### config.mk
export PLATFORM = sky130hd
export DESIGN_NAME = sprite_blit_clip_mirror
export DESIGN_NICKNAME = d
export VERILOG_FILES = /design/src/hdl/sbcm_pkg.sv /design/src/hdl/sprite_blit_clip_mirror.sv /design/src/hdl/sbcm_raster.sv
export SDC_FILE = /design/constraint.sdc
export NUM_CORES = 1
export LEC_CHECK = 0
export ABC_AREA = 1
export BUFFER_PORTS_ARGS = -buffer_cell sky130_fd_sc_hd__buf_4
export CORE_UTILIZATION = 60
export CTS_CLUSTER_SIZE = 12
export DETAILED_ROUTE_END_ITERATION = 7
export PLACE_DENSITY_LB_ADDON = 0.12
export RECOVER_POWER = 50
export SYNTH_ARGS = -nofsm -noshare
export SYNTH_HDL_FRONTEND = slang
export SYNTH_SLANG_ARGS = --single-unit
### constraint.sdc
create_clock -name clk -period 5.8 [get_ports clk]
set_input_delay 0.87 -clock clk [delete_from_list [all_inputs] [get_ports clk]]
set_output_delay 0.87 -clock clk [all_outputs]
set_load 0.01 [all_outputs]
### src/hdl/sbcm_pkg.sv
// shared types, constants and helpers for the sprite blitter
// no dependencies

package sbcm_pkg;

	localparam int SCREEN_WIDTH  = 256;
	localparam int SCREEN_HEIGHT = 256;
	localparam logic [7:0] TRANSPARENT_ALPHA = 8'd0;

	// signed coordinate before clipping: dest (11b signed) - origin (8b) + offset (9b signed)
	localparam int SX_W   = 13;
	// on-screen coordinate, screen dimensions are at most 1024
	localparam int COORD_W = 10;
	localparam int PROD_W = 21;
	localparam int ADDR_W = 16;

	typedef enum logic [2:0] {
		REG_DEST_X        = 3'd0,
		REG_DEST_Y        = 3'd1,
		REG_ORIGIN_X      = 3'd2,
		REG_ORIGIN_Y      = 3'd3,
		REG_SPRITE_WIDTH  = 3'd4,
		REG_SPRITE_HEIGHT = 3'd5,
		REG_MIRROR_X      = 3'd6,
		REG_MIRROR_Y      = 3'd7
	} reg_idx_t;

	typedef struct packed {
		logic signed [10:0] dest_x;
		logic signed [10:0] dest_y;
		logic [7:0]         origin_x;
		logic [7:0]         origin_y;
		logic [8:0]         sprite_width;
		logic [8:0]         sprite_height;
		logic               mirror_x;
		logic               mirror_y;
	} cfg_t;

	// position of the current pixel inside the sprite after mirroring
	typedef struct packed {
		logic signed [8:0] dc;
		logic signed [8:0] dr;
		logic              last;
	} pos_t;

	// size minus one, with zero acting as one and anything above 256 as 256
	function automatic logic [7:0] size_m1(logic [8:0] size);
		logic [8:0] d;
		d = size - 9'd1;
		if (size == 9'd0)
			return 8'd0;
		else if (size > 9'd256)
			return 8'd255;
		else
			return d[7:0];
	endfunction

endpackage

### src/hdl/sprite_blit_clip_mirror.sv
// sprite blitter top level: config registers, input stage, clip and address stage
// depends on sbcm_pkg and sbcm_raster
// an accepted input word is registered in the input stage, then in the output stage
// throughput: one word per cycle while the output is not blocked; the counter compare
// at input and the address multiply-add at output set the cycle
// reset: counters clear, pipeline empties, config returns to origin 0, size 8x8, no mirror

module sprite_blit_clip_mirror import sbcm_pkg::*; (
	input  logic        clk,
	input  logic        arst_n,
	// configuration writes
	input  logic        cfg_valid,
	output logic        cfg_ready,
	input  logic [2:0]  cfg_index,
	input  logic [10:0] cfg_data,
	// source pixels
	input  logic        s_axis_tvalid,
	output logic        s_axis_tready,
	input  logic [31:0] s_axis_tdata,  // red, green, blue, alpha
	// framebuffer write requests
	output logic        m_axis_tvalid,
	input  logic        m_axis_tready,
	output logic [47:0] m_axis_tdata,  // pixel_address, out_red, out_green, out_blue, out_alpha
	output logic        m_axis_tuser,  // write_enable
	output logic        m_axis_tlast   // last
);

	cfg_t  cfg_q;
	pos_t  pos;

	logic        valid_s1;
	logic [31:0] pix_s1;
	pos_t        pos_s1;

	logic        valid_s2;
	logic [47:0] data_s2;
	logic        we_s2;
	logic        last_s2;

	logic        advance;
	logic        accept;

	logic signed [SX_W-1:0] sx;
	logic signed [SX_W-1:0] sy;
	logic                   on_screen;
	logic [PROD_W-1:0]      addr_full;
	logic [ADDR_W-1:0]      addr;
	logic                   we;

	assign cfg_ready = 1'b1;

	always_ff @(posedge clk or negedge arst_n) begin
		if (!arst_n) begin
			cfg_q.dest_x        <= 11'sd0;
			cfg_q.dest_y        <= 11'sd0;
			cfg_q.origin_x      <= 8'd0;
			cfg_q.origin_y      <= 8'd0;
			cfg_q.sprite_width  <= 9'd8;
			cfg_q.sprite_height <= 9'd8;
			cfg_q.mirror_x      <= 1'b0;
			cfg_q.mirror_y      <= 1'b0;
		end else if (cfg_valid) begin
			case (reg_idx_t'(cfg_index))
				REG_DEST_X:        cfg_q.dest_x        <= $signed(cfg_data);
				REG_DEST_Y:        cfg_q.dest_y        <= $signed(cfg_data);
				REG_ORIGIN_X:      cfg_q.origin_x      <= cfg_data[7:0];
				REG_ORIGIN_Y:      cfg_q.origin_y      <= cfg_data[7:0];
				REG_SPRITE_WIDTH:  cfg_q.sprite_width  <= cfg_data[8:0];
				REG_SPRITE_HEIGHT: cfg_q.sprite_height <= cfg_data[8:0];
				REG_MIRROR_X:      cfg_q.mirror_x      <= cfg_data[0];
				REG_MIRROR_Y:      cfg_q.mirror_y      <= cfg_data[0];
				default: ;
			endcase
		end
	end

	// the output stage moves when empty or taken; the input stage fills behind it
	assign advance       = !valid_s2 || m_axis_tready;
	assign s_axis_tready = advance || !valid_s1;
	assign accept        = s_axis_tvalid && s_axis_tready;

	sbcm_raster u_raster (
		.clk    (clk),
		.arst_n (arst_n),
		.step   (accept),
		.cfg    (cfg_q),
		.pos    (pos)
	);

	always_ff @(posedge clk or negedge arst_n) begin
		if (!arst_n)
			valid_s1 <= 1'b0;
		else if (s_axis_tready)
			valid_s1 <= s_axis_tvalid;
	end

	always_ff @(posedge clk) begin
		if (accept) begin
			pix_s1 <= s_axis_tdata;
			pos_s1 <= pos;
		end
	end

	// screen coordinate, clip and framebuffer address
	always_comb begin
		sx = SX_W'(cfg_q.dest_x) - $signed({{(SX_W-8){1'b0}}, cfg_q.origin_x}) + SX_W'(pos_s1.dc);
		sy = SX_W'(cfg_q.dest_y) - $signed({{(SX_W-8){1'b0}}, cfg_q.origin_y}) + SX_W'(pos_s1.dr);
		on_screen = !sx[SX_W-1] && !sy[SX_W-1]
			&& ($unsigned(sx) < SX_W'(SCREEN_WIDTH))
			&& ($unsigned(sy) < SX_W'(SCREEN_HEIGHT));
		addr_full = PROD_W'(sy[COORD_W-1:0]) * PROD_W'(SCREEN_WIDTH)
			+ PROD_W'(sx[COORD_W-1:0]);
		addr = on_screen ? addr_full[ADDR_W-1:0] : '0;
		we   = on_screen && (pix_s1[31:24] != TRANSPARENT_ALPHA);
	end

	always_ff @(posedge clk or negedge arst_n) begin
		if (!arst_n)
			valid_s2 <= 1'b0;
		else if (advance)
			valid_s2 <= valid_s1;
	end

	always_ff @(posedge clk) begin
		if (advance && valid_s1) begin
			data_s2 <= {pix_s1, addr};
			we_s2   <= we;
			last_s2 <= pos_s1.last;
		end
	end

	assign m_axis_tvalid = valid_s2;
	assign m_axis_tdata  = data_s2;
	assign m_axis_tuser  = we_s2;
	assign m_axis_tlast  = last_s2;

	// input only stalls when both stages hold words and the output is blocked
	assert property (@(posedge clk) disable iff (!arst_n)
		!s_axis_tready |-> (valid_s1 && valid_s2 && !m_axis_tready))
		else $error("input stalled with room in the pipeline");

	// a word in the input stage always reaches the output the cycle after it moves
	assert property (@(posedge clk) disable iff (!arst_n)
		(valid_s1 && advance) |=> m_axis_tvalid)
		else $error("word lost between stages");

	// an enabled write never carries a keyed-out pixel
	assert property (@(posedge clk) disable iff (!arst_n)
		(m_axis_tvalid && m_axis_tuser) |-> (m_axis_tdata[47:40] != TRANSPARENT_ALPHA))
		else $error("transparent pixel written");

endmodule

### src/hdl/sbcm_raster.sv
// row and column counters that track each pixel's place in the sprite
// depends on sbcm_pkg

module sbcm_raster import sbcm_pkg::*; (
	input  logic clk,
	input  logic arst_n,
	input  logic step,
	input  cfg_t cfg,
	output pos_t pos
);

	logic [7:0] col_q;
	logic [7:0] row_q;
	logic [7:0] wm1;
	logic [7:0] hm1;
	logic       end_row;
	logic       end_all;

	assign wm1 = size_m1(cfg.sprite_width);
	assign hm1 = size_m1(cfg.sprite_height);

	// a count at or past the last column also ends the row, in case the size shrank
	assign end_row = col_q >= wm1;
	assign end_all = end_row && (row_q >= hm1);

	always_comb begin
		if (cfg.mirror_x)
			pos.dc = $signed({1'b0, wm1}) - $signed({1'b0, col_q});
		else
			pos.dc = $signed({1'b0, col_q});
		if (cfg.mirror_y)
			pos.dr = $signed({1'b0, hm1}) - $signed({1'b0, row_q});
		else
			pos.dr = $signed({1'b0, row_q});
		pos.last = end_all;
	end

	always_ff @(posedge clk or negedge arst_n) begin
		if (!arst_n) begin
			col_q <= 8'd0;
			row_q <= 8'd0;
		end else if (step) begin
			if (end_all) begin
				col_q <= 8'd0;
				row_q <= 8'd0;
			end else if (end_row) begin
				col_q <= 8'd0;
				row_q <= row_q + 8'd1;
			end else begin
				col_q <= col_q + 8'd1;
			end
		end
	end

endmodule

# After elaboration in Yosys (flattened, before gate mapping)
# Cells that the tools add are included.
# totals
register_bits	177
inputBits	51
out_inout_bits	53
# classes
reduce_logical	27
add_sub_neg	11
order_cmp	6
n_eq_ne	7
mux	10
# op_table
operator	count
two-way mux 8 bit	10
adder 12 x 9 -> 13 bit	2
less-than comparator 13 x 9 -> 1 bit, second input constant	2
subtractor 11 x 9 -> 12 bit	2
greater-than comparator 9 bit, second input constant	2
logical NOT 9 bit	2
AND reduction 2 bit	9
subtractor 8 x 8 -> 9 bit	2
adder 16 x 10 -> 16 bit	1
adder 8 x 1 -> 8 bit, second input constant	2
greater-or-equal comparator 8 bit	2
subtractor 8 x 1 -> 8 bit, second input constant	2
equality test 3 bit, second input constant	4
nonzero test 8 bit	1
logical AND 1 bit	7
equality test 3 x 2 -> 1 bit, second input constant	2
logical NOT 1 bit	4
equality test 3 x 1 -> 1 bit, second input constant	1
logical NOT 3 bit	1
logical OR 1 bit	2
nonzero test 2 bit	1

# Longest topological paths before layout
# Gate-level depths: netlist of the first run.
# logic_depth
depth_word	7
depth_mapped	23
mapped_depth_nobuf	23

# Hierarchy
# A second synthesis of the first run with hierarchy kept.
# hier_totals
cells_unflattened	1117
hier_area_um2	9982.1
# by_module_without_submodules
module	n_inst	cells_per_inst	seq_area_each_um2	area_per_inst_um2
sprite_blit_clip_mirror	1	745	4536.9	7636.1
sbcm_raster	1	372	400.4	2346.0

# Least setup slack after synthesis of the first run
# OpenSTA, ideal clock, no wires.
# synth_path
kind	input -> register
start	input port m_axis_tready
end	register data_s2[0], in the netlist m_axis_tdata[0], enable pin
required_ns	5.326
path_stages	2
arrival_time_ns	3.356
path_buffers	0
slack_ns	1.970
cell_sequence	inv_1 > a21oi_1
# synth_between
elab_chain_len	2
# synth_rtl
item	line_no	text
start, declared	sprite_blit_clip_mirror.sv:22	input logic m_axis_tready,
logical OR 1 bit	sprite_blit_clip_mirror.sv:78	assign advance = !valid_s2 || m_axis_tready;
logical AND 1 bit	sprite_blit_clip_mirror.sv:125	if (advance && valid_s1) begin
end signal, assigned	sprite_blit_clip_mirror.sv:126	data_s2 <= {pix_s1, addr};
end, declared	sprite_blit_clip_mirror.sv:36	logic [47:0] data_s2;
# Every way passes these cells.
# A chain may end at the register's enable or synchronous reset.

# Worst setup path in the final report of the first run
# layout_path
start	register cfg_q[2] (netlist name)
end	register u_raster.row_q[7]
# layout_between
elab_chain_len	7
# layout_rtl
item	line_no	text
start, declared	sprite_blit_clip_mirror.sv:28	cfg_t cfg_q;
subtractor 8 x 1 -> 8 bit / greater-than comparator 9 bit (equally long branches)	sbcm_pkg.sv:49, sbcm_pkg.sv:52	
two-way mux 8 bit	sbcm_pkg.sv:52	else if (size > 9'd256)
two-way mux 8 bit *	sbcm_pkg.sv:50	if (size == 9'd0)
greater-or-equal comparator 8 bit *	sbcm_raster.sv:24	assign end_all = end_row && (row_q >= hm1);
logical AND 1 bit *	sbcm_raster.sv:24	
nonzero test 2 bit (no line)	n/a	
AND reduction 2 bit (no line)	n/a	
end signal, assigned	sbcm_raster.sv:48	row_q <= row_q + 8'd1;
end, declared	sbcm_raster.sv:13	logic [7:0] row_q;
# Every way passes the cells marked *; elsewhere a longest branch is shown, timed or not.

==> impl_summary.txt, run 1 <==
----------------------------------------------------
[Detailed routing]
  Drt first pass iters ... 5
  Iteration-0 DRC count of the detailed router ... 488
  Via count of the routed design ... 7,097
  DRC ... 0
  Final antenna-violating net count ... 0
  Total detailed-routing wirelength ... 19.2 mm
  Number of vias per cell after detailed routing ... 5.07
  Wire length per cell after detailed routing ... 13.7 um

[Worst setup path]
  Critical path peak fanout ... 7
  Worst setup path class ... reg2reg
  Worst Setup End Kind ... flip-flop
  Most frequent CP cell ... sky130_fd_sc_hd__nor2_1
  Crit-path max cell delay ... 400 ps
  Number of buffers and inverters on the critical path ... 2
  Required time of the critical path ... 6110 ps
  Sort of element at the start of the critical path ... flip-flop
  Data arrival time at the worst-slack endpoint ... 3950 ps
  Ordered list of cells on the worst path ... inv_1, ha_1, nand4_1, nor2_1, nand2_1, nor2_1, nor2_1, inv_1, a31oi_1, ha_1, a21oi_1, o21ai_0, nor2_1, nor2_1, o21ai_0, nand2_1, nor2_1, nor2_1
  Crit path max-delay family ... simple AND/OR/NAND/NOR gates
  Worst-path cell with the longest stage delay ... sky130_fd_sc_hd__dfrtp_1

[Clocking]
  Number of buffers inserted to repair setup after CTS ... 0
  Number of sinks handled by clock tree synthesis ... 177
  Number of hold buffers added after CTS ... 0
  Maximum level of the CTS H-tree ... 4
  TritonCTS clock tree ... built
  Clock input transition at the sequential cells of the worst setup and hold paths ... 70 ps
  # resized after CTS ... 0
  Clock Path Buffers ... 2
  Total clock buffers created by CTS ... 17
  Skew-Pair Late Insertion Delay ... 430 ps
  Buffer type at the clock tree root ... sky130_fd_sc_hd__clkbuf_16

[Floorplan]
  Die span in y ... 129 um
  Core area ... 15,900 um2
  Starting Density ... 61.2%
  Die outline width ... 129 um
  Die Area ... 16,700 um2
  Top-level port count ... 104
  Num rows ... 46

[Outcome]
  Outcome ... finished with violations
  Violated checks ... capacitance limit, slew limit

[Logic synthesis]
  Leading area contributor after synthesis ... sky130_fd_sc_hd__edfxtp_1
  Share of synthesized flip-flops with an asynchronous set or reset ... 42.9%
  Mapped Area ... 9730 um2
  Yosys top cell area share ... 31.2%
  Yosys reg bits ... 177
  Sequential area share after synthesis ... 50.7%
  Number of standard cells after synthesis ... 1,061
  Top post-synthesis cells by area ... sky130_fd_sc_hd__edfxtp_1 (31%), sky130_fd_sc_hd__dfrtp_1 (19%), sky130_fd_sc_hd__nand2_1 (8.9%)
  Syn Nets ... 1,185
  Count of flip-flops with a built-in enable after synthesis ... 101
  Top FF cell, synth ... sky130_fd_sc_hd__edfxtp_1
  Mapped Avg Cell Area ... 9.17 um2
  Cell variety after synth ... 43
  Yosys Warn Count ... 0

[Power]
  Maximum VDD drop ... 255 uV
  Fraction of power consumed by the clock network ... 18.2%
  Cell-internal power ... 3300 uW
  Pleak ... 0.00542 uW
  Net switching power ... 2580 uW
  Fraction of power spent switching nets ... 43.9%
  Gate power share ... 52.4%
  Final Power ... 5880 uW
  Sequential group share of total power ... 29.4%
  Power density cells ... 523 nW/um2

[Cells and area]
  Utilization after layout ... 70.8%
  Filler-free cell count of the finished design ... 1,399
  Final-layout fill cell count ... 1,254
  Fin nets ... 1,294
  Leading cell type in the layout, fill and taps excluded ... sky130_fd_sc_hd__nand2_1
  Antenna diode instance count ... 0
  Most frequent cells in the layout ... sky130_fd_sc_hd__nand2_1 (230), sky130_fd_sc_hd__inv_1 (205), sky130_fd_sc_hd__edfxtp_1 (101)
  Fraction of final layout cells with drive strength greater than 1 ... 14.5%
  Area growth, synth to finish ... 15.7%

[Global route]
  GRT Residual Overflow ... 0
  Maximum number of pins on one net before global-route repair ... 77
  Global-route wire length before repair ... 31.9 mm
  Tot GR Track Use ... 24.8%
  Initial antenna violation count ... 0
  Via count of the first global-routing pass ... 6,761

[Timing]
  Endpoints failing hold ... 0
  Final setup violation count ... 0
  Worst Tran Pin Value ... 2670 ps
  Pins over their slew limit ... 51
  Fin Clk Skew ... 7.39 ps
  Max Clk Rate ... 0.275 GHz
  Final critical path time including I/O delays and setup ... 3640 ps
  Min setup slack post-route ... 2160 ps
  Period utilization ... 62.7%
  Relative slew slack ... -78.3%
  Setup total negative slack ... 0 ps
  RSZ-0062 raised after global routing ... no

[Placed design]
  Placed cells ... 1,367
  Final RePlAce weighted congestion ... 0.952
  Half-perimeter wire length after detailed placement ... 14.3 mm
  Worst setup timing slack at the placement stage ... 2210 ps
  Number of port buffers ... 102

[Run]
  MaxCap Viol Count ... 1

[Hold path]
  Worst Hold Class ... reg2reg

----------------------------------------------------
## path summary, 6_finish.rpt
path                            slack (ps)  cells past startpoint                end       from
worst max-delay path                  2160                     18  u_raster.row_q[7]   cfg_q[2]
worst min-delay path                   420                      0       m_axis_tlast  pos_s1[0]
worst max register to register        2160                     18  u_raster.row_q[7]   cfg_q[2]
worst min register to register         420                      0       m_axis_tlast  pos_s1[0]
max in group asynchronous             4580                      1          cfg_q[28]     arst_n
min in group asynchronous              570                      1  u_raster.col_q[4]     arst_n
## layer usage
metal	share of wire (%)	GRT usage, %	vias to the layer above
li1	-	-	3623
met1	46	33.5	3287
met2	48	40.6	158
met3	4.1	4.58	29
met4	1.6	8.37	0
met5	0	0	-
## cell usage after synthesis (3+ instances only)
cell / instances
sky130_fd_sc_hd__nor3_1: 14
sky130_fd_sc_hd__nor2_4: 11
sky130_fd_sc_hd__nand3_1: 43
sky130_fd_sc_hd__o22ai_1: 4
sky130_fd_sc_hd__edfxtp_1: 101
sky130_fd_sc_hd__inv_1: 205
sky130_fd_sc_hd__fa_1: 19
sky130_fd_sc_hd__clkbuf_1: 11
sky130_fd_sc_hd__nand2_2: 8
sky130_fd_sc_hd__dfrtp_1: 74
sky130_fd_sc_hd__o21ai_0: 93
sky130_fd_sc_hd__a31oi_1: 10
sky130_fd_sc_hd__nand4_1: 10
sky130_fd_sc_hd__ha_1: 54
sky130_fd_sc_hd__xor2_1: 18
sky130_fd_sc_hd__or2_2: 3
sky130_fd_sc_hd__nand2_1: 230
sky130_fd_sc_hd__xnor2_1: 16
sky130_fd_sc_hd__inv_2: 6
sky130_fd_sc_hd__nor2_1: 71
sky130_fd_sc_hd__a21oi_1: 31
## power groups by stage
stage / Combinational, uW / Clock [uW] / Sequential [uW]
after floorplan: 2430 / 0 / 1730
after global placement: 3010 / 0 / 1740
after detailed placement: 3060 / 0 / 1750
after CTS: 3090 / 1090 / 1720
after global routing: 3550 / 1140 / 1750
final: 3080 / 1070 / 1730
## cell type report
| class | count | area (um2) | area share (%) |
|---|---|---|---|
| Clock buffer | 18 | 429 | 3.81 |
| Inverter | 212 | 796 | 7.07 |
| Multi-Input combinational cell | 658 | 3930 | 35.0 |
| Sequential cell | 177 | 4940 | 43.9 |
| Timing Repair Buffer | 104 | 766 | 6.80 |
| Clock inverter | 14 | 121 | 1.08 |
| Tap cell | 216 | 270 | 2.40 |
## worst register-to-register path, delay by kind of cell (launching register included)
family | cells | cell delay (ps)
simple gates | 10 | 1480
compound gates | 4 | 770
fa+ha+maj | 2 | 570
flops | 1 | 400
buf+inv | 2 | 290
## logic make-up after synthesis
group | synth area share (%)
and+or+nand+nor | 18.4
adders and majority gates | 10.9
other | 0.0385
DFF | 50.7
AOI/OAI and AO/OA | 7.96
xor gates and xnor gates | 3.06
buffers and inverters | 8.94
## flip-flops by register name, indices dropped and copies added, names as in the netlist
signal          flops
cfg_q              58
m_axis_tdata       48
m_axis_tlast        1
m_axis_tuser        1
m_axis_tvalid       1
pix_s1             32
pos_s1             19
u_raster.col_q      8
u_raster.row_q      8
valid_s1            1
## stage by stage
step / hold WS (ps) / cell area [um2]
finish: 419 / 11300
global route: 419 / 11300
CTS: 419 / 11300
detailed placement: 405 / 10700
global placement: 400 / 10700
floorplan: 400 / 9730
No activity file was read; power rests on OpenSTA's default activity.
==> inputs of run 2 (changes only) <==
- CORE_UTILIZATION: 60 -> 54
- clock period: 5.8 -> 3.24 ns (I/O delays scaled with it)
==> impl_summary.txt, run 2 (synthesis results as in run 1) <==
----------------------------------------------------
[Worst setup path]
  Beginning of the worst register-to-register path ... pos_s1[11] (was cfg_q[2])
  Data arrival time at the worst-slack endpoint ... 3480 ps (was 3950 ps)
  Worst Setup End Kind ... flip-flop (unchanged)
  Reg2reg path depth ... 20 (was 18)
  Required time of the critical path ... 3440 ps (was 6110 ps)
  Worst setup path class ... reg2reg (unchanged)
  Critical path peak fanout ... 2 (was 7)
  Sort of element at the start of the critical path ... flip-flop (unchanged)
  Launch point of the critical path ... pos_s1[11] (was cfg_q[2])

[Cells and area]
  Largest reg by FF count ... cfg_q (unchanged)
  Final design instance area without fill ... 12,200 um2 (was 11,300 um2)
  Leading cell type in the layout, fill and taps excluded ... sky130_fd_sc_hd__nand2_1 (unchanged)
  Filler-free cell count of the finished design ... 1,466 (was 1,399)
  Fraction of final layout cells with drive strength greater than 1 ... 24.8% (was 14.5%)
  Antenna diode instance count ... 0 (unchanged)
  Fin nets ... 1,352 (was 1,294)
  Most frequent cells in the layout ... sky130_fd_sc_hd__nand2_1 (211), sky130_fd_sc_hd__inv_1 (188), sky130_fd_sc_hd__buf_4 (123) (was sky130_fd_sc_hd__nand2_1 (230), sky130_fd_sc_hd__inv_1 (205), sky130_fd_sc_hd__edfxtp_1 (101))
  Flip-flop count of the largest register, all copies and words added ... 58 (unchanged)
  Area growth, synth to finish ... 25.1% (was 15.7%)

[Timing]
  Endpoints failing hold ... 0 (unchanged)
  Min setup slack post-route ... -44.0 ps (was 2160 ps)
  Max Clk Rate ... 0.305 GHz (was 0.275 GHz)
  RSZ-0062 raised after global routing ... yes (was no)
  Setup total negative slack ... -44.0 ps (was 0 ps)
  Pins over their slew limit ... 77 (was 51)
  Fin Clk Skew ... 8.82 ps (was 7.39 ps)
  Period utilization ... 101% (was 62.7%)
  Relative slew slack ... -27.3% (was -78.3%)
  Final setup violation count ... 1 (was 0)
  Final critical path time including I/O delays and setup ... 3280 ps (was 3640 ps)
  Worst Tran Pin Value ... 1910 ps (was 2670 ps)

[Global route]
  Via count of the first global-routing pass ... 6,899 (was 6,761)
  Met2 track demand over resource in global routing ... 38.2% (was 40.6%)
  GRT Residual Overflow ... 0 (unchanged)
  Peak-usage layer in the global routing report ... met2 (unchanged)
  Initial antenna violation count ... 0 (unchanged)
  Met3 usage ... 4.14% (was 4.58%)
  Maximum number of pins on one net before global-route repair ... 77 (unchanged)
  GRT met1 Usage ... 30.0% (was 33.5%)
  Tot GR Track Use ... 22.9% (was 24.8%)
  Global-route wire length before repair ... 32.5 mm (was 31.9 mm)

[Floorplan]
  Top-level port count ... 104 (unchanged)
  Die outline width ... 136 um (was 129 um)
  Num rows ... 48 (was 46)
  Core area ... 17,400 um2 (was 15,900 um2)
  Die span in y ... 136 um (was 129 um)
  Starting Density ... 55.9% (was 61.2%)
  Die Area ... 18,600 um2 (was 16,700 um2)

[Clocking]
  Clock Path Buffers ... 2 (unchanged)
  Buffer type at the clock tree root ... sky130_fd_sc_hd__clkbuf_16 (unchanged)
  Skew-Pair Late Insertion Delay ... 440 ps (was 430 ps)
  Total clock buffers created by CTS ... 17 (unchanged)
  TritonCTS clock tree ... built (unchanged)
  Number of sinks handled by clock tree synthesis ... 177 (unchanged)
  Clock input transition at the sequential cells of the worst setup and hold paths ... 70 ps (about the same)
  Maximum level of the CTS H-tree ... 4 (unchanged)

[Placed design]
  Number of port buffers ... 102 (unchanged)
  Half-perimeter wire length after detailed placement ... 14.7 mm (was 14.3 mm)
  Final RePlAce weighted congestion ... 0.905 (was 0.952)
  Placed cell area ... 11,100 um2 (was 10,700 um2)
  Placed cells ... 1,418 (was 1,367)
  Worst setup timing slack at the placement stage ... -80.8 ps (was 2210 ps)

[Hold path]
  Number of cells on the worst hold path ... 1 (was 0)
  Hold_sp ... s_axis_tdata[22] (was pos_s1[0])
  Worst Hold Class ... in2reg (was reg2reg)

[Outcome]
  Outcome ... finished with violations (unchanged)
  Violated checks ... capacitance limit, slew limit, setup timing (was capacitance limit, slew limit)

[Detailed routing]
  Wire length per cell after detailed routing ... 13.7 um (about the same)
  DRC ... 0 (unchanged)
  Final antenna-violating net count ... 0 (unchanged)
  Via count of the routed design ... 7,341 (was 7,097)
  Iteration-0 DRC count of the detailed router ... 408 (was 488)
  Number of vias per cell after detailed routing ... 5.01 (was 5.07)
  Total detailed-routing wirelength ... 20.0 mm (was 19.2 mm)
  Drt first pass iters ... 5 (unchanged)

[Power]
  Final Power ... 12,200 uW (was 5880 uW)
  Pleak ... 0.00579 uW (was 0.00542 uW)
  Maximum VDD drop ... 545 uV (was 255 uV)
  Power density cells ... 1000 nW/um2 (was 523 nW/um2)

[Run]
  MaxCap Viol Count ... 1 (unchanged)

----------------------------------------------------
[run 2: cell count changes in the layout (fill, tap and decap cells not counted), sizes merged]
cell and delta:
clkinvlp -3, inv -1, bufinv +2, buf +60, clkinv +2, clkbuf -2
[run 2: critical path, stage by stage, from the launching register on]
cell,delay (ps)
sky130_fd_sc_hd__edfxtp_1,370
sky130_fd_sc_hd__inv_2,50
sky130_fd_sc_hd__fa_1,540
sky130_fd_sc_hd__inv_2,50
sky130_fd_sc_hd__fa_2,400
sky130_fd_sc_hd__nand3_2,80
sky130_fd_sc_hd__nand3_2,80
sky130_fd_sc_hd__nand2_2,80
sky130_fd_sc_hd__nand2_2,50
sky130_fd_sc_hd__nand2_2,50
sky130_fd_sc_hd__nand2_2,50
sky130_fd_sc_hd__inv_2,60
sky130_fd_sc_hd__ha_4,140
sky130_fd_sc_hd__inv_2,40
sky130_fd_sc_hd__fa_2,380
sky130_fd_sc_hd__nor2_1,100
sky130_fd_sc_hd__nand2_1,80
sky130_fd_sc_hd__nor2_1,110
sky130_fd_sc_hd__nand2_1,90
sky130_fd_sc_hd__xor2_2,200
sky130_fd_sc_hd__nor2_4,40
[run 2: power by group]
group          internal, uW  switching (uW)  total (uW)
clock network          1180             967        2150
registers              2850             238        3080
logic                  3010            3960        6970
[run 2: worst paths after layout]
path                                     end  slack [ps]
max                         m_axis_tdata[14]         -40
max in group asynchronous  u_raster.row_q[5]        1520
min                               pix_s1[22]         240
min reg2reg                 m_axis_tdata[28]         420
max reg2reg                 m_axis_tdata[14]         -40
min in group asynchronous          cfg_q[46]         530
[run 2: layout make-up]
type                    instances  area [um2]
clock inverters                14         191
multi-input cells             658        4280
fillers                      1295        5250
inverters                     212         803
flip-flops and latches        177        4940
well taps                     225         282
repair buffers                162        1250
clock buffers                  18         429
[run 2: timing repair]
action | in CTS | in global routing
setup buffers | 2 | 14
resized for setup | 9 | 90
setup endpoints to repair | 6 | 30
pin swaps | 9 | 42
hold buffers | 0 | 0
[run 2: through the flow]
| step | utilization (%) | hold WS (ps) |
|---|---|---|
| final | 69.9 | 238 |
| after global routing | 69.9 | 228 |
| after CTS | 67.8 | 204 |
| after detailed placement | 63.7 | 405 |
| after global placement | 63.7 | 400 |
| after floorplan | - | 190 |
[run 2: per-layer routing]
metal  vias to the layer above  wire length (um)
li1                       3741                 -
met1                      3419              9030
met5                         -                 0
met3                        32               846
met4                         0               387
met2                       149              9770
==> inputs of run 3 (changes only) <==
- PLACE_DENSITY: unset -> 0.77
- PLACE_DENSITY_LB_ADDON: 0.12 -> unset
==> impl_summary.txt, run 3 (synthesis results as in run 1) <==
----------------------------------------------------
[Outcome]
  Outcome ... finished with violations (unchanged)
  Violated checks ... capacitance limit, slew limit, setup timing (unchanged)

[Timing]
  Period utilization ... 101% (about the same)
  Final critical path time including I/O delays and setup ... 3280 ps (about the same)
  Endpoints failing hold ... 0 (unchanged)
  Fin Clk Skew ... 12.5 ps (was 8.82 ps)
  Relative slew slack ... -26.6% (was -27.3%)
  Pins over their slew limit ... 77 (unchanged)
  RSZ-0062 raised after global routing ... yes (unchanged)
  Setup total negative slack ... -89.7 ps (was -44.0 ps)
  Min setup slack post-route ... -42.0 ps (was -44.0 ps)
  Final setup violation count ... 4 (was 1)
  Max Clk Rate ... 0.305 GHz (about the same)
  Worst Tran Pin Value ... 1900 ps (was 1910 ps)

[Placed design]
  Placed cells ... 1,420 (was 1,418)
  Number of port buffers ... 102 (unchanged)
  Half-perimeter wire length after detailed placement ... 14.8 mm (was 14.7 mm)
  Final RePlAce weighted congestion ... 0.940 (was 0.905)

[Floorplan]
  Die Area ... 18,600 um2 (unchanged)
  Core area ... 17,400 um2 (unchanged)
  Die span in y ... 136 um (unchanged)
  Die outline width ... 136 um (unchanged)
  Starting Density ... 55.9% (unchanged)
  Top-level port count ... 104 (unchanged)
  Num rows ... 48 (unchanged)

[Detailed routing]
  Total detailed-routing wirelength ... 22.0 mm (was 20.0 mm)
  Iteration-0 DRC count of the detailed router ... 385 (was 408)
  Final antenna-violating net count ... 0 (unchanged)
  Wire length per cell after detailed routing ... 14.9 um (was 13.7 um)
  Drt first pass iters ... 5 (unchanged)
  Number of vias per cell after detailed routing ... 5.20 (was 5.01)
  Via count of the routed design ... 7,650 (was 7,341)
  DRC ... 0 (unchanged)

[Global route]
  GRT Residual Overflow ... 0 (unchanged)
  Global-route wire length before repair ... 33.6 mm (was 32.5 mm)
  Maximum number of pins on one net before global-route repair ... 77 (unchanged)
  Met3 usage ... 4.36% (was 4.14%)
  GRT met1 Usage ... 29.2% (was 30.0%)
  Peak-usage layer in the global routing report ... met2 (unchanged)
  Via count of the first global-routing pass ... 7,196 (was 6,899)
  Tot GR Track Use ... 23.6% (was 22.9%)
  Initial antenna violation count ... 0 (unchanged)
  Met2 track demand over resource in global routing ... 41.0% (was 38.2%)

[Worst setup path]
  Ordered list of cells on the worst path ... inv_2, ha_2, nand2_2, or3_4, nor2_4, nand2_2, nor2_4, nor2_4, inv_4, a31oi_2, ha_1, nand2_1, nand2_1, a21oi_2, nand3_2, nand2_2, nand2_4, buf_6, nor2_2, xor2_1, nor2_1 (was inv_2, fa_1, inv_2, fa_2, nand3_2, nand3_2, nand2_2, nand2_2, nand2_2, nand2_2, inv_2, ha_4, inv_2, fa_2, nor2_1, nand2_1, nor2_1, nand2_1, xor2_2, nor2_4)
  Data arrival time at the worst-slack endpoint ... 3610 ps (was 3480 ps)
  Crit-path max cell delay ... 390 ps (was 540 ps)
  Worst Setup End Kind ... flip-flop (unchanged)
  Worst setup path class ... reg2reg (unchanged)
  Critical path peak fanout ... 5 (was 2)
  Sort of element at the start of the critical path ... flip-flop (unchanged)
  Worst-path cell with the longest stage delay ... sky130_fd_sc_hd__dfrtp_1 (was sky130_fd_sc_hd__fa_1)
  Required time of the critical path ... 3570 ps (was 3440 ps)

[Power]
  Fraction of power consumed by the clock network ... 17.0% (was 17.6%)
  Gate power share ... 58.6% (was 57.1%)
  Cell-internal power ... 7060 uW (was 7040 uW)
  Maximum VDD drop ... 583 uV (was 545 uV)
  Power density cells ... 1030 nW/um2 (was 1000 nW/um2)
  Net switching power ... 5580 uW (was 5170 uW)
  Fraction of power spent switching nets ... 44.2% (was 42.3%)
  Sequential group share of total power ... 24.4% (was 25.3%)
  Pleak ... 0.00582 uW (was 0.00579 uW)

[Cells and area]
  Utilization after layout ... 70.8% (was 69.9%)
  Antenna diode instance count ... 0 (unchanged)
  Leading cell type in the layout, fill and taps excluded ... sky130_fd_sc_hd__nand2_1 (unchanged)
  Flip-flop count of the largest register, all copies and words added ... 58 (unchanged)
  Fin nets ... 1,358 (was 1,352)
  Most frequent cells in the layout ... sky130_fd_sc_hd__nand2_1 (209), sky130_fd_sc_hd__inv_1 (185), sky130_fd_sc_hd__buf_4 (122) (was sky130_fd_sc_hd__nand2_1 (211), sky130_fd_sc_hd__inv_1 (188), sky130_fd_sc_hd__buf_4 (123))
  Largest reg by FF count ... cfg_q (unchanged)
  Filler-free cell count of the finished design ... 1,472 (was 1,466)
  Area growth, synth to finish ... 26.7% (was 25.1%)
  Fraction of final layout cells with drive strength greater than 1 ... 26.9% (was 24.8%)

[Clocking]
  Clock Path Buffers ... 2 (unchanged)
  Number of hold buffers added after CTS ... 0 (unchanged)
  Maximum level of the CTS H-tree ... 4 (unchanged)
  Buffer type at the clock tree root ... sky130_fd_sc_hd__clkbuf_16 (unchanged)
  Number of sinks handled by clock tree synthesis ... 177 (unchanged)
  Skew-Pair Late Insertion Delay ... 450 ps (was 440 ps)
  Total clock buffers created by CTS ... 17 (unchanged)
  TritonCTS clock tree ... built (unchanged)
  Clock input transition at the sequential cells of the worst setup and hold paths ... 90 ps (was 70 ps)

[Run]
  MaxCap Viol Count ... 1 (unchanged)

[Hold path]
  Worst Hold Class ... in2reg (unchanged)

----------------------------------------------------
run 3: worst paths after layout:
| path | depth (start not counted) | to | slack [ps] | start |
|---|---|---|---|---|
| max in group asynchronous | 1 | cfg_q[32] | 1560 | arst_n |
| setup reg to reg | 21 | u_raster.row_q[3] | -40 | cfg_q[11] |
| hold / removal | 1 | pix_s1[5] | 230 | s_axis_tdata[5] |
| setup / recovery | 21 | u_raster.row_q[3] | -40 | cfg_q[11] |
| min in group asynchronous | 1 | u_raster.row_q[4] | 550 | arst_n |
| hold reg to reg | 0 | m_axis_tdata[24] | 410 | pix_s1[8] |
run 3: power by group through the flow:
stage	Clock [uW]	Sequential (uW)	Combinational (uW)
floorplan	0	3090	4400
global placement	0	3100	5880
detailed placement	0	3120	6040
CTS	2170	3080	6370
global route	2250	3130	8200
finish	2140	3090	7410
run 3: worst max-delay path, delay by kind of cell, from the launching register on:
| family | cells | cell delay, ps |
|---|---|---|
| DFF | 1 | 390 |
| and+or+nand+nor | 13 | 1540 |
| xor gates and xnor gates | 1 | 140 |
| buffers and inverters | 3 | 320 |
| adders and majority gates | 2 | 510 |
| AOI/OAI and AO/OA | 2 | 270 |
run 3: layout make-up:
cell class / instances / area, um2
Fill cell: 1270 / 5090
Sequential cell: 177 / 4940
Multi-Input combinational cell: 658 / 4400
Timing Repair Buffer: 168 / 1270
Inverter: 212 / 803
Clock buffer: 17 / 425
Tap cell: 225 / 282
Clock inverter: 15 / 206
run 3: layer usage:
metal	part of all wire, %	up-vias
met1	41	3647
met5	0	-
met2	52	193
met3	4.9	53
met4	2.2	0
li1	-	3757
run 3: timing repair:
item | 4_1_cts | 5_1_grt
buffers inserted | 4 | 16
pin swaps | 9 | 47
gates resized for setup | 19 | 112
endpoints found under the setup margin | 7 | 30
run 3: stage by stage:
stage / hold slack [ps] / setup WS (ps) / area [um2] / power [uW]
6_report: 229 / -42.0 / 12300 / 12600
4_1_cts: 199 / -7.44 / 11900 / 11600
3_3_place_gp: 400 / -23.7 / 11100 / 8990
5_1_grt: 217 / -211 / 12300 / 13600
3_5_place_dp: 405 / -140 / 11100 / 9160
2_1_floorplan: 190 / 18.8 / 9750 / 7490
